<file path="src/hw/rtl/assert_macros.svh">
// assertion helpers, clocked with a disable on the active-low reset
`ifndef ASSERT_MACROS_SVH
`define ASSERT_MACROS_SVH

`ifndef ASSERT_OFF

// full property given by the caller
`define ASSERT_CLKD(label, clk, rst_n, prop) \
  label: assert property (@(posedge clk) disable iff (!rst_n) (prop)) \
    else $error("assertion failed");

// same-cycle implication
`define ASSERT_IF(label, clk, rst_n, pre, post) \
  label: assert property (@(posedge clk) disable iff (!rst_n) (pre) |-> (post)) \
    else $error("assertion failed");

`else

`define ASSERT_CLKD(label, clk, rst_n, prop)
`define ASSERT_IF(label, clk, rst_n, pre, post)

`endif

`endif

</file>
<file path="src/hw/rtl/mes_pkg.sv">
package mes_pkg;

  localparam int COORD_BITS  = 12;
  localparam int FRAC_BITS   = 60;
  localparam int WORD_W      = 64;
  localparam int HALF_W      = WORD_W / 2;
  localparam int STEP_W      = 62;
  localparam int ITER_W      = 16;
  localparam int PROD_W      = COORD_BITS + STEP_W;

  localparam int IN_FIELD_W  = 12;
  localparam int IN_TDATA_W  = 24;
  localparam int SHADE_W     = 8;
  localparam int GROUP_W     = 2;
  localparam int GLYPH_W     = 7;
  localparam int OUT_TDATA_W = 40;

  localparam int RAMP_LEN    = 70;
  localparam int NUM_GROUPS  = 3;
  localparam int SHADE_STEPS = RAMP_LEN * NUM_GROUPS;
  localparam int GLYPH_IDX_W = $clog2(RAMP_LEN);
  localparam int SCALED_W    = 24;
  localparam int DIV_STEPS   = SCALED_W;
  localparam int DIV_CNT_W   = $clog2(DIV_STEPS);

  localparam logic [WORD_W-1:0] SIGN_BIT  = {1'b1, {(WORD_W-1){1'b0}}};
  localparam logic [WORD_W-1:0] POS_MAX   = ~SIGN_BIT;
  localparam logic [WORD_W-1:0] FIX_TWO   = WORD_W'(2) << FRAC_BITS;
  localparam logic [WORD_W-1:0] FIX_FOUR  = WORD_W'(4) << FRAC_BITS;
  localparam logic [STEP_W-1:0] STEP_ONE  = STEP_W'(1) << FRAC_BITS;
  localparam logic [ITER_W-1:0] ITER_RESET = ITER_W'(1000);

  // configuration register indexes
  localparam int CFG_ADDR_W = 2;
  localparam logic [CFG_ADDR_W-1:0] REG_ORIGIN_RE = 2'd0;
  localparam logic [CFG_ADDR_W-1:0] REG_ORIGIN_IM = 2'd1;
  localparam logic [CFG_ADDR_W-1:0] REG_STEP      = 2'd2;
  localparam logic [CFG_ADDR_W-1:0] REG_MAX_ITER  = 2'd3;

  // which product travels through the multiplier pipeline
  typedef enum logic [1:0] {
    OP_RR,
    OP_II,
    OP_RI
  } mul_op_e;

  typedef struct packed {
    logic    load_item;
    logic    coord_mul;
    logic    coord_add;
    logic    take_mag;
    logic    mul_issue;
    mul_op_e mul_op;
    logic    test;
    logic    update;
    logic    scale;
    logic    shade_zero;
    logic    div_start;
    logic    out_load;
  } mes_cmd_t;

  typedef struct packed {
    logic big;
    logic escaped;
    logic at_limit;
    logic maxit_zero;
    logic cross_done;
    logic div_done;
  } mes_status_t;

  // 70-entry ascii ramp, dense to sparse
  function automatic logic [GLYPH_W-1:0] glyph_of(input logic [GLYPH_IDX_W-1:0] idx);
    logic [GLYPH_W-1:0] g;
    case (idx)
      7'd0:  g = 7'h24;  7'd1:  g = 7'h40;  7'd2:  g = 7'h42;  7'd3:  g = 7'h25;
      7'd4:  g = 7'h38;  7'd5:  g = 7'h26;  7'd6:  g = 7'h57;  7'd7:  g = 7'h4D;
      7'd8:  g = 7'h23;  7'd9:  g = 7'h2C;  7'd10: g = 7'h2A;  7'd11: g = 7'h6F;
      7'd12: g = 7'h61;  7'd13: g = 7'h68;  7'd14: g = 7'h6B;  7'd15: g = 7'h62;
      7'd16: g = 7'h64;  7'd17: g = 7'h70;  7'd18: g = 7'h71;  7'd19: g = 7'h77;
      7'd20: g = 7'h6D;  7'd21: g = 7'h5A;  7'd22: g = 7'h4F;  7'd23: g = 7'h30;
      7'd24: g = 7'h51;  7'd25: g = 7'h4C;  7'd26: g = 7'h43;  7'd27: g = 7'h4A;
      7'd28: g = 7'h55;  7'd29: g = 7'h59;  7'd30: g = 7'h58;  7'd31: g = 7'h7A;
      7'd32: g = 7'h63;  7'd33: g = 7'h76;  7'd34: g = 7'h75;  7'd35: g = 7'h6E;
      7'd36: g = 7'h78;  7'd37: g = 7'h72;  7'd38: g = 7'h6A;  7'd39: g = 7'h66;
      7'd40: g = 7'h74;  7'd41: g = 7'h2F;  7'd42: g = 7'h5C;  7'd43: g = 7'h7C;
      7'd44: g = 7'h28;  7'd45: g = 7'h29;  7'd46: g = 7'h31;  7'd47: g = 7'h7B;
      7'd48: g = 7'h7D;  7'd49: g = 7'h5B;  7'd50: g = 7'h5D;  7'd51: g = 7'h3F;
      7'd52: g = 7'h2D;  7'd53: g = 7'h5F;  7'd54: g = 7'h2B;  7'd55: g = 7'h7E;
      7'd56: g = 7'h3C;  7'd57: g = 7'h3E;  7'd58: g = 7'h69;  7'd59: g = 7'h21;
      7'd60: g = 7'h6C;  7'd61: g = 7'h49;  7'd62: g = 7'h3B;  7'd63: g = 7'h3A;
      7'd64: g = 7'h22;  7'd65: g = 7'h5E;  7'd66: g = 7'h60;  7'd67: g = 7'h27;
      7'd68: g = 7'h2E;  7'd69: g = 7'h20;
      default: g = 7'h20;
    endcase
    return g;
  endfunction

endpackage

</file>
<file path="src/hw/rtl/mes_ctrl.sv">
module mes_ctrl (
  input  logic                  clk_i,
  input  logic                  rst_ni,
  input  logic                  in_valid_i,
  output logic                  in_ready_o,
  input  logic                  out_free_i,
  input  mes_pkg::mes_status_t  status_i,
  output mes_pkg::mes_cmd_t     cmd_o
);

  typedef enum logic [3:0] {
    ST_IDLE,
    ST_COORD_MUL,
    ST_COORD_ADD,
    ST_MAG,
    ST_CHECK,
    ST_ISSUE_II,
    ST_ISSUE_RI,
    ST_WAIT_MUL,
    ST_TEST,
    ST_UPDATE,
    ST_SCALE,
    ST_DIV_START,
    ST_DIV_WAIT,
    ST_OUT
  } state_e;

  state_e state_q, state_d;

  always_comb begin
    state_d = state_q;
    cmd_o   = '0;
    unique case (state_q)
      ST_IDLE: begin
        if (in_valid_i) begin
          cmd_o.load_item = 1'b1;
          state_d         = ST_COORD_MUL;
        end
      end
      ST_COORD_MUL: begin
        cmd_o.coord_mul = 1'b1;
        state_d         = ST_COORD_ADD;
      end
      ST_COORD_ADD: begin
        cmd_o.coord_add = 1'b1;
        state_d         = ST_MAG;
      end
      ST_MAG: begin
        cmd_o.take_mag = 1'b1;
        state_d        = ST_CHECK;
      end
      ST_CHECK: begin
        if (status_i.big) begin
          state_d = ST_SCALE;
        end else begin
          cmd_o.mul_issue = 1'b1;
          cmd_o.mul_op    = mes_pkg::OP_RR;
          state_d         = ST_ISSUE_II;
        end
      end
      ST_ISSUE_II: begin
        cmd_o.mul_issue = 1'b1;
        cmd_o.mul_op    = mes_pkg::OP_II;
        state_d         = ST_ISSUE_RI;
      end
      ST_ISSUE_RI: begin
        cmd_o.mul_issue = 1'b1;
        cmd_o.mul_op    = mes_pkg::OP_RI;
        state_d         = ST_WAIT_MUL;
      end
      ST_WAIT_MUL: begin
        // cross product is the last one out
        if (status_i.cross_done) begin
          state_d = ST_TEST;
        end
      end
      ST_TEST: begin
        cmd_o.test = 1'b1;
        if (status_i.escaped || status_i.at_limit) begin
          state_d = ST_SCALE;
        end else begin
          state_d = ST_UPDATE;
        end
      end
      ST_UPDATE: begin
        cmd_o.update = 1'b1;
        state_d      = ST_MAG;
      end
      ST_SCALE: begin
        cmd_o.scale = 1'b1;
        if (status_i.maxit_zero) begin
          cmd_o.shade_zero = 1'b1;
          state_d          = ST_OUT;
        end else begin
          state_d = ST_DIV_START;
        end
      end
      ST_DIV_START: begin
        cmd_o.div_start = 1'b1;
        state_d         = ST_DIV_WAIT;
      end
      ST_DIV_WAIT: begin
        if (status_i.div_done) begin
          state_d = ST_OUT;
        end
      end
      ST_OUT: begin
        if (out_free_i) begin
          cmd_o.out_load = 1'b1;
          state_d        = ST_IDLE;
        end
      end
      default: state_d = ST_IDLE;
    endcase
  end

  always_ff @(posedge clk_i or negedge rst_ni) begin
    if (!rst_ni) begin
      state_q <= ST_IDLE;
    end else begin
      state_q <= state_d;
    end
  end

  assign in_ready_o = state_q == ST_IDLE;

endmodule

</file>
<file path="config.mk">
export PLATFORM = sky130hd
export DESIGN_NAME = mes_ctrl
export DESIGN_NICKNAME = d
export VERILOG_FILES = /design/src/hw/rtl/assert_macros.svh /design/src/hw/rtl/mes_pkg.sv /design/src/hw/rtl/mes_ctrl.sv
export SDC_FILE = /design/constraint.sdc
export NUM_CORES = 1
export LEC_CHECK = 0
export BUFFER_PORTS_ARGS = -buffer_cell sky130_fd_sc_hd__buf_2
export CORE_AREA = 2 2 39 41
export DETAILED_ROUTE_END_ITERATION = 7
export DIE_AREA = 0 0 41 43
export PLACE_DENSITY_LB_ADDON = 0.15
export SYNTH_ARGS = -nofsm -noshare
export SYNTH_HDL_FRONTEND = slang
export SYNTH_SLANG_ARGS = --single-unit
</file>
<file path="constraint.sdc">
create_clock -name clk_i -period 2.4 [get_ports clk_i]
set_input_delay 0.72 -clock clk_i [delete_from_list [all_inputs] [get_ports clk_i]]
set_output_delay 0.72 -clock clk_i [all_outputs]
set_load 0.02 [all_outputs]
</file>
* Word-level counts from Yosys, hierarchy flattened
Cells that the tools add are included.
** Word-level totals
- Register bits :: 4
- Bits in latches :: 0
- Bits in writable memories :: 0
- Bits in read-only memories :: 0
- Input bits :: 10
- Memories :: 0
** Operators by class
- Add/subtract/negate cells :: 0
- $mul :: 0
- Div/mod/pow operators :: 0
- Order comparisons :: 0
- Equal/unequal tests :: 17
- Shift-type cells :: 0
- Multiplexer cells :: 22
- Bitwise gates (word level) :: 0
- Reductions and logical operators :: 4
** Operators by type and width (number)
- $pmux W4 S13 :: 1
- $eq A4 B4 Y1 const B :: 6
- $mux W4 :: 5
- $eq A4 B3 Y1 const B :: 4
- $mux W1 :: 11
- $pmux W3 S3 :: 1
- $eq A4 B2 Y1 const B :: 2
- $ne A2 B2 Y1 const B :: 4
- $mux W3 :: 2
- $eq A4 B1 Y1 const B :: 1
- $logic_not A4 Y1 :: 1
- $mux W2 :: 2
- $reduce_and A4 Y1 :: 1
- $reduce_or A2 Y1 :: 1
- $logic_or A1 B1 Y1 :: 1

* Depth between registers and ports, before layout
Gate-level depths: netlist of run 1.
- Depth after elaboration :: 3
- Mapped depth :: 5
- Gate-level depth less buffers :: 4

* Worst setup path after synthesis of run 1
OpenSTA, ideal clock, no wires.
- Path type :: register to output
- Start point :: register state_q[1]
- End point :: output port cmd_o[12] in the netlist's numbering
- Data arrival time :: 1.568 ns
- Slack :: 0.112 ns
- Cell stages (with the launch flop) :: 5
- Buffers on the path :: 1
- Cell sequence :: dfrtp_1 > or2_1 > buf_6 > nor3_1 > and2_1
** RTL lines
- start, declared :: line mes_ctrl.sv:28 : state_e state_q, state_d;
- start signal, assigned :: line mes_ctrl.sv:121 : state_q <= state_d;
- end, declared :: line mes_ctrl.sv:8 : output mes_pkg::mes_cmd_t cmd_o

==> summary.md, run 1 <==
| Metric | Value |
|---|---|
| Top Registers | state_q x4 |
| Crit share post-route | 93.7% |
| RePlAce Congestion | 0.848 |
| Final worst slack | 0.152 ns |
| Total GRT Usage | 18.4% |
| CP Class | reg -> out |
| Count of final hold-check violations | 0 |
| Clock Power Share | 9.2% |
| Most frequent cells in the layout | buf_2, nor2_1, inv_1, a31oi_1, buf_4 |
| Hold Crit Class | in -> async |
| Clock tree buffer depth | 2 |
| Final #Nets | 101 |
| DRT Wirelength | 1310 um |
| Yosys warns | 0 |
| CP peak stage delay | 0.50 ns |
| Worst path arrival time | 1.53 ns |
| Sum of negative setup slack | 0 ns |
| Crit path launch type | register |
| Number of DRC markers in iteration 0 | 19 |
| Drt drc | 0 |
| CTS Sinks | 4 |
| CTS Buf Count | 3 |
| Die width | 41 um |
| Max reg flops | 4 |
| Core Rows | 14 |
| Clk_lat worst skew | 0.23 ns |
| Req. time, crit path | 1.68 ns |
| DR pass1 iterations | 4 |
| Root Driver | clkbuf_4 |
| FILL cells | 144 |
| Sequential Power Share | 19.5% |
| Post-DP HPWL | 998 um |
| Top-area cell type share of the netlist area | 20.6% |
| Final Critical Period | 2.25 ns |
| Static Leak | 0.325 nW |
| CP max stage cell | dfrtp_1 |
| Worst clock skew | 0.00190 ns |
| Vias | 560 |
| Sw power | 0.443 mW |
| Share of cells above drive strength 1 | 41.6% |
| Sw Share | 49.8% |
| Synth area leader | dfrtp_1 |
| Total global routing overflow | 0 |
| Initial core utilization | 35.2% |
| CP Buf/Inv Count | 1 |
| Ant diodes | 0 |
| Synthesized net count | 73 |
| Finished Cell Area | 657 um2 |
| Die height | 43 um |
| Dpl cells | 102 |
| Pwr dens | 1350 mW/mm2 |
| Worst R2R Path Depth | 5 |
| Cells after synthesis | 63 |
| Initial antenna violation count | 0 |
| Drt via density | 5.33 |
| Critical Path Stages | 4 |
| ANT nets after route | 0 |
| Layout Utilization | 47.5% |
| Fin cells | 105 |
| Core footprint | 0.00138 mm2 |
| Largest delay share family, worst path | simple AND/OR/NAND/NOR gates |
| Worst-path fanout max | 13 |
| Vias in the first global route | 473 |
| Place WS | 0.341 ns |
| Post-synthesis sequential area ratio | 20.6% |
| Comb power frac | 71.3% |
| RSZ-0062 raised after global routing | no |
| Clock Pin Slew Worst Setup and Hold Paths | 0.04 ns |
| Reg with most FFs | state_q |
| Slew HR | 71.7% |
| Synthesized area | 487 um2 |
| Syn Area/Cell | 7.73 um2 |
| Port bufs | 23 |
| H-tree lvl count | 1 |
| Internal power | 0.447 mW |
| CP Capture Type | output pin |
| Slew Viols, Final | 0 |
| Largest net degree at the start of global routing | 14 |
| Max Cap Viol | 0 |
| Worst-path cell chain | or2_4, nor3_1, and2_1, buf_2 |
| Final setup violating endpoints | 0 |
| Tot Pwr | 0.889 mW |
| Max Freq | 445 MHz |
| Flops & latches, synth | 4 |
| CTS tree | yes |
| Area after DPL | 632 um2 |
| WL/cell | 12.5 um |
| Status | finished clean |
| DIE AREA | 0.00176 mm2 |
| Worst Tran Pin Value | 0.419 ns |
| Num ports | 24 |
| First-pass GRT wire length | 2240 um |
| Commonest non-fill, non-tap cell in the layout | buf_2 |
| WHS | 0.286 ns |
| Post-synth cell types | 30 |
| Peak supply drop | 0.000441 V |
| Area delta synth->final | 35.0% |
| Area contributors post-synth | dfrtp_1, a31oi_1, mux2_4, nor2_1, o32a_4 |
-- power by group through the flow --
stage	Sequential [mW]	Combinational [mW]	Clock (mW)
final	0.174	0.634	0.0814
after global routing	0.185	0.702	0.0907
after CTS	0.172	0.628	0.0857
after detailed placement	0.173	0.624	0
after global placement	0.172	0.629	0
after floorplan	0.128	0.509	0
-- cell usage after synthesis --
library cell  instances
a211o_1               1
a211oi_1              1
a21oi_1               2
a31oi_1               5
and2_1                3
buf_1                 1
buf_2                 1
buf_6                 1
clkbuf_1              2
dfrtp_1               4
inv_1                 5
mux2_4                2
mux2i_1               1
nand2_1               3
nand2b_1              2
nand3_1               1
nand3b_1              1
nor2_1                7
nor2b_1               1
nor3_1                4
nor3b_1               1
nor4_1                2
nor4bb_1              2
o2111a_1              1
o21ai_0               4
o22ai_4               1
o32a_4                1
o41ai_1               1
or2_1                 1
or2_2                 1
-- worst paths after layout --
path	start	slack, ns	to
max	state_q[0]	0.15	cmd_o[12]
min	rst_ni	0.29	state_q[0]
max reg2reg	state_q[3]	0.58	state_q[0]
min reg2reg	state_q[0]	0.74	state_q[1]
max in group asynchronous	rst_ni	2.00	state_q[1]
min in group clk_i	state_q[0]	0.74	state_q[1]
-- worst register-to-register path, delay by kind of cell (launching register included) --
kind,cells,cell delay (ns)
multiplexers,1,0.32
AO/OA/AOI/OAI,2,0.39
AND/OR/NAND/NOR,1,0.30
buffers and inverters,1,0.21
flip-flops,1,0.48
-- metal layers --
metal  GRT usage [%]  routed length, um  vias up
li1                -                  -      284
met1            28.5                595      259
met2            24.1                639       17
met5               0                  0        -
met4            8.00                  0        0
met3            3.14                 73        0
-- final cells by class --
cell class	count	area (um2)	share of cell area, %
flip-flops and latches	4	100	15.2
repair buffers	28	153	23.2
well taps	16	20.0	3.05
clock buffers	3	22.5	3.43
inverters	5	18.8	2.86
multi-input cells	49	343	52.2
-- cells by family (layout without fill, tap and decap cells) --
kind of cell,Yosys count,count (layout),synth area share (%)
compound gates,17,17,28.8
simple gates,29,29,32.9
mux,3,3,8.23
flops,4,4,20.6
buf+inv,10,36,9.51
-- what timing repair did --
item / in CTS / in global routing
buffers inserted: 0 / 0
setup endpoints to repair: 0 / 1
hold buffers: 0 / 0
gates resized for setup: 0 / 1
(Power assumes the default switching activity.)
==> run 2: changes to the inputs <==
--- a/config.mk
+++ b/config.mk
@@ -6,9 +6,10 @@
 export NUM_CORES = 1
 export LEC_CHECK = 0
 export BUFFER_PORTS_ARGS = -buffer_cell sky130_fd_sc_hd__buf_2
-export CORE_AREA = 2 2 39 41
+export CORE_AREA = 2 2 41 43
+export CTS_BUF_LIST = sky130_fd_sc_hd__clkbuf_4
 export DETAILED_ROUTE_END_ITERATION = 7
-export DIE_AREA = 0 0 41 43
+export DIE_AREA = 0 0 43 45
 export PLACE_DENSITY_LB_ADDON = 0.15
 export SYNTH_ARGS = -nofsm -noshare
 export SYNTH_HDL_FRONTEND = slang
==> run 2 against run 1 <==
Total power increased by 0.54%. Cell count increased by 0.95%. Sequential cell count unchanged. Clock power increased by 2.8%. Die area increased by 9.8%. Worst hold slack got worse by 0.0078 ns. Largest power group unchanged.
==> summary.md, run 2 (synthesis gave the netlist of run 1 again) <==
| Metric | Value |
|---|---|
| Worst path arrival time | 1.44 ns (-0.09 ns) |
| Die height | 45 um (+4.7%) |
| Worst Tran Pin Value | 0.372 ns (-0.0468 ns) |
| Sum of negative setup slack | 0 ns (unchanged) |
| DR pass1 iterations | 4 (unchanged) |
| Worst-path fanout max | 11 (-2) |
| Ant diodes | 0 (unchanged) |
| RSZ-0062 raised after global routing | no |
| Worst R2R Path Depth | 5 (unchanged) |
| CTS resizes | 0 (unchanged) |
| Core Rows | 14 (unchanged) |
| Crit path launch type | register |
| Vias in the first global route | 450 (-4.9%) |
| R2r setup slk | 0.59 ns (about the same) |
| ANT nets after route | 0 (unchanged) |
| DIE AREA | 0.00194 mm2 (+9.8%) |
| DRT Wirelength | 1310 um (about the same) |
| Share of cells above drive strength 1 | 41.1% (-0.46 points) |
| Num ports | 24 (unchanged) |
| RePlAce Congestion | 0.843 (-0.65%) |
| Max Cap Viol | 0 (unchanged) |
| FILL cells | 166 (+15%) |
| Area of the multi-input gates | 340 um2 (-0.73%) |
| Post-CTS Setup Inserts | 0 (unchanged) |
| Drt via density | 5.28 (-0.94%) |
| Commonest non-fill, non-tap cell in the layout | buf_2 |
| CP max stage cell | dfrtp_1 |
| Worst-path cell chain | nor4bb_1, buf_2 |
| Total global routing overflow | 0 (unchanged) |
| Clk_lat worst skew | 0.24 ns (about the same) |
| Static Leak | 0.329 nW (+1.1%) |
| Worst Setup EP | cmd_o[7] |
| CTS Buf Count | 3 (unchanged) |
| Core footprint | 0.00147 mm2 (+6.3%) |
| Area taken by flip-flops and latches | 100 um2 (unchanged) |
| Fin cells | 106 (+0.95%) |
| Final #Nets | 102 (+0.99%) |
| Port bufs | 23 (unchanged) |
| Status | finished clean |
| Number of DRC markers in iteration 0 | 17 (-2) |
| Largest net degree at the start of global routing | 14 (unchanged) |
| Root Driver | clkbuf_4 |
| Die width | 43 um (+4.9%) |
| First-pass GRT wire length | 1990 um (-11%) |
| Initial antenna violation count | 0 (unchanged) |
| Total GRT Usage | 14.0% (-4.4 points) |
| Max Freq | 462 MHz (+3.9%) |
| Reg-to-Reg End | state_q[0] |
| Final Critical Period | 2.16 ns (-0.0842 ns) |
| Hold Crit Class | in -> async |
| Post-DP HPWL | 1010 um (+1.4%) |
| CP Class | reg -> out |
| Peak supply drop | 0.000555 V (+26%) |
| Top Registers | state_q x4 |
| Area delta synth->final | 36.0% |
| WL/cell | 12.3 um (-0.87%) |
| Slew Viols, Final | 0 (unchanged) |
| Reg with most FFs | state_q |
| CTS Sinks | 4 (unchanged) |
| Max reg flops | 4 (unchanged) |
| CP Capture Type | output pin |
| Pwr dens | 1350 mW/mm2 (-0.22%) |
| Number of hold-repair buffers added at the cts stage | 0 (unchanged) |
| Final setup violating endpoints | 0 (unchanged) |
| Dpl cells | 103 (+0.98%) |
| Req. time, crit path | 1.68 ns (about the same) |
| CP Launch Point | state_q[2] |
| Initial core utilization | 33.1% (-2.1 points) |
| Crit share post-route | 90.1% (-3.5 points) |
| Count of final hold-check violations | 0 (unchanged) |
| WHS | 0.278 ns (-0.00777 ns) |
| Clock Pin Slew Worst Setup and Hold Paths | 0.04 ns (about the same) |
| Most frequent cells in the layout | buf_2, nor2_1, buf_4 |
| Worst clock skew | 0.00104 ns (-0.000855 ns) |
| Clock tree buffer depth | 2 (unchanged) |
| Drt drc | 0 (unchanged) |
| Slew HR | 74.9% (+3.2 points) |
| CTS tree | yes |
| FF-to-FF Start | state_q[3] |
| Vias | 560 (unchanged) |
| CP peak stage delay | 0.53 ns (+0.03 ns) |
| H-tree lvl count | 1 (unchanged) |
==> run 2: changes by cell type in the layout (fill, tap and decap cells not counted), sizes merged <==
cell / change
buf: +1
==> run 2: routing by layer <==
layer / part of all wire (%) / global-route usage [%]
met3: 8.1 / 4.80
met4: 0 / 3.64
met1: 47 / 20.0
met5: 0 / 0
met2: 45 / 20.3
==> run 2: cell type report <==
class,count,share of cell area [%]
clock buffer,3,3.40
timing repair buffer,29,24.2
multi-input combinational,49,51.4
tap,16,3.02
inverter,5,2.84
sequential,4,15.1
==> run 2: critical path, delay by kind of cell (launching register included) <==
kind	cells	cell delay (ns)
buf+inv	1	0.24
simple gates	1	0.44
flops	1	0.53
==> run 2: metrics by stage <==
stage | cell area, um2 | total power, mW | utilization, % | setup slack (ns)
2_1_floorplan | 487 | 0.637 | - | 0.112
3_3_place_gp | 639 | 0.819 | 43.5 | 0.425
3_5_place_dp | 639 | 0.810 | 43.5 | 0.414
4_1_cts | 662 | 0.899 | 45.0 | 0.236
5_1_grt | 662 | 0.969 | 45.0 | 0.105
6_report | 662 | 0.894 | 45.0 | 0.236
==> run 2: worst min path at each step <==
stage / to / from
2_1_floorplan: state_q[0] / rst_ni
3_3_place_gp: state_q[1] / rst_ni
3_5_place_dp: state_q[1] / rst_ni
4_1_cts: state_q[1] / rst_ni
5_1_grt: state_q[1] / rst_ni
6_report: state_q[1] / rst_ni
==> run 2: power by group <==
| group | internal, mW | total, mW | switching [mW] | leakage (nW) |
|---|---|---|---|---|
| Sequential | 0.101 | 0.148 | 0.0463 | 0.0496 |
| Combinational | 0.293 | 0.663 | 0.370 | 0.265 |
| Clock | 0.0559 | 0.0837 | 0.0278 | 0.0138 |
==> run 3: changes to the inputs <==
--- a/config.mk
+++ b/config.mk
@@ -6,11 +6,13 @@
 export NUM_CORES = 1
 export LEC_CHECK = 0
 export BUFFER_PORTS_ARGS = -buffer_cell sky130_fd_sc_hd__buf_2
-export CORE_AREA = 2 2 41 43
+export CORE_AREA = 2 2 39 41
 export CTS_BUF_LIST = sky130_fd_sc_hd__clkbuf_4
 export DETAILED_ROUTE_END_ITERATION = 7
-export DIE_AREA = 0 0 43 45
+export DIE_AREA = 0 0 41 43
 export PLACE_DENSITY_LB_ADDON = 0.15
+export RECOVER_POWER = 50
+export SLEW_MARGIN = 40
 export SYNTH_ARGS = -nofsm -noshare
 export SYNTH_HDL_FRONTEND = slang
 export SYNTH_SLANG_ARGS = --single-unit
==> run 3 against run 2 <==
Die area down 8.9%. Critical path depth up 2. Global-route usage up 4.4 points. Maximum frequency down 4.1%. Clock-buffer cell count unchanged. Combinational power down 12%. Sequential cell count unchanged. Utilization up 0.41 points. Total power down 6.7%.
==> summary.md, run 3 (synthesis gave the netlist of run 1 again) <==
| Metric | Value |
|---|---|
| Drt drc | 0 (unchanged) |
| Most frequent cells in the layout | buf_2, nor2_1, inv_1, a31oi_1, clkbuf_1 |
| Clock Power Share | 9.7% (+0.3 points) |
| Worst Tran Pin Value | 0.403 ns (+0.0311 ns) |
| RePlAce Congestion | 0.848 (+0.65%) |
| H-tree lvl count | 1 (unchanged) |
| Vias in the first global route | 473 (+5.1%) |
| CP Capture Type | output pin |
| Crit share post-route | 94.0% (+3.8 points) |
| Sum of negative setup slack | 0 ns (unchanged) |
| Initial core utilization | 35.2% (+2.1 points) |
| RSZ-0062 raised after global routing | no |
| Count of final hold-check violations | 0 (unchanged) |
| Total global routing overflow | 0 (unchanged) |
| WHS | 0.308 ns (+0.0298 ns) |
| ANT nets after route | 0 (unchanged) |
| WL/cell | 12.3 um (-0.36%) |
| Max Cap Viol | 0 (unchanged) |
| Worst-path cell chain | or2_4, nor3_1, and2_1, buf_2 |
| Ant diodes | 0 (unchanged) |
| Core Rows | 14 (unchanged) |
| First-pass GRT wire length | 2240 um (+12%) |
| Peak supply drop | 0.000427 V (-23%) |
| Worst path arrival time | 1.54 ns (+0.10 ns) |
| Final Critical Period | 2.26 ns (+0.0922 ns) |
| CTS Sinks | 4 (unchanged) |
| Crit path launch type | register |
| Number of DRC markers in iteration 0 | 18 (+1) |
| Slew HR | 72.8% (-2.1 points) |
| Worst clock skew | 0.00266 ns (+0.00162 ns) |
| DR pass1 iterations | 4 (unchanged) |
| FILL cells | 152 (-8.4%) |
| Post-DP HPWL | 998 um (-1.4%) |
| Worst-path fanout max | 13 (+2) |
| Final worst slack | 0.144 ns (-0.0922 ns) |
| Top Registers | state_q x4 |
| DRT Wirelength | 1290 um (-1.3%) |
| Share of cells above drive strength 1 | 33.7% (-7.4 points) |
| R2r setup slk | 0.37 ns (-0.22 ns) |
| Port bufs | 23 (unchanged) |
| Dpl cells | 102 (-0.97%) |
| Max reg flops | 4 (unchanged) |
| DIE AREA | 0.00176 mm2 (-8.9%) |
| Reg with most FFs | state_q |
| Root Driver | clkbuf_4 |
| Sequential Power Share | 20.6% (+4.1 points) |
| Commonest non-fill, non-tap cell in the layout | buf_2 |
| CP max stage cell | dfrtp_1 |
| Status | finished clean |
| Slew Viols, Final | 0 (unchanged) |
| Die width | 41 um (-4.7%) |
| Final setup violating endpoints | 0 (unchanged) |
| CP Class | reg -> out |
| CP peak stage delay | 0.50 ns (-0.03 ns) |
| Die height | 43 um (-4.4%) |
| Comb power frac | 69.7% (-4.4 points) |
| CTS Buf Count | 3 (unchanged) |
| Place WS | 0.341 ns (-0.0728 ns) |
| Hold Crit Class | in -> async |
| Tot Pwr | 0.834 mW (-6.7%) |
| Core footprint | 0.00138 mm2 (-6.0%) |
| Num ports | 24 (unchanged) |
| Area delta synth->final | 29.0% |
| Internal power | 0.408 mW (-9.3%) |
| Req. time, crit path | 1.68 ns (about the same) |
| Reg-to-Reg End | state_q[0] |
| Largest net degree at the start of global routing | 14 (unchanged) |
| Sw power | 0.426 mW (-4.1%) |
| Max Freq | 443 MHz (-4.1%) |
| Clock tree buffer depth | 2 (unchanged) |
| Final #Nets | 101 (-0.98%) |
| CTS tree | yes |
| Number of hold-repair buffers added at the cts stage | 0 (unchanged) |
| Pwr dens | 1330 mW/mm2 (-1.7%) |
| Fin cells | 105 (-0.94%) |
| Worst R2R Path Depth | 5 (unchanged) |
| Sw Share | 51.1% (+1.4 points) |
| Clock Pin Slew Worst Setup and Hold Paths | 0.04 ns (about the same) |
| Total GRT Usage | 18.4% (+4.4 points) |
| Initial antenna violation count | 0 (unchanged) |
| FF-to-FF Start | state_q[3] |
| Vias | 554 (-1.1%) |
| Clk_lat worst skew | 0.23 ns (about the same) |
| Static Leak | 0.303 nW (-7.8%) |
| Drt via density | 5.28 (-0.13%) |
run 3: cell count changes in the layout (fill, tap and decap cells not counted):
cell / previous run / this run
buf_4: 6 / 3
clkbuf_1: 0 / 5
o22ai_4: 1 / 0
or2_1: 1 / 0
mux2_1: 0 / 1
or2_4: 0 / 1
buf_2: 23 / 20
mux2_4: 2 / 1
o22ai_1: 0 / 1
run 3: repair_timing:
item,in CTS,in global routing
buffers inserted,0,0
gates resized for setup,0,1
endpoints found under the setup margin,0,1
run 3: stage by stage:
stage	instance area [um2]	utilization, %
after floorplan	487	-
after global placement	632	45.7
after detailed placement	632	45.7
after CTS	654	47.3
after global routing	628	45.4
final	628	45.4
run 3: power by group through the flow:
stage               clock, mW  sequential [mW]  combinational [mW]
global route           0.0907            0.184               0.644
floorplan                   0            0.128               0.509
finish                 0.0809            0.172               0.581
CTS                    0.0857            0.172               0.628
global placement            0            0.172               0.629
detailed placement          0            0.173               0.624
run 3: area by class of cell:
type                            count  area (um2)  share of cell area, %
Multi-Input combinational cell     49         325                   51.8
Timing Repair Buffer               28         141                   22.5
Sequential cell                     4         100                   15.9
Clock buffer                        3        22.5                   3.59
Tap cell                           16        20.0                   3.19
Inverter                            5        18.8                   2.99
run 3: worst max-delay path, delay by kind of cell (launching register included):
family                 cells  cell delay (ns)
buffers and inverters      1             0.15
DFF                        1             0.50
and+or+nand+nor            3             0.65
run 3: worst max path at each step:
stage,start,end,slack [ns],cells past startpoint
2_1_floorplan,state_q[1],cmd_o[12],0.11,4
3_3_place_gp,state_q[0],cmd_o[12],0.40,4
6_report,state_q[0],cmd_o[12],0.14,4
4_1_cts,state_q[0],cmd_o[12],0.09,4
5_1_grt,state_q[0],cmd_o[12],0.01,4
3_5_place_dp,state_q[0],cmd_o[12],0.34,4
run 3: routing by layer:
layer / vias to the layer above / share of wire [%] / GRT usage, %
li1: 283 / - / -
met1: 253 / 46 / 28.5
met2: 18 / 49 / 24.1
met3: 0 / 5.3 / 3.14
met4: 0 / 0 / 8.00
met5: - / 0 / 0
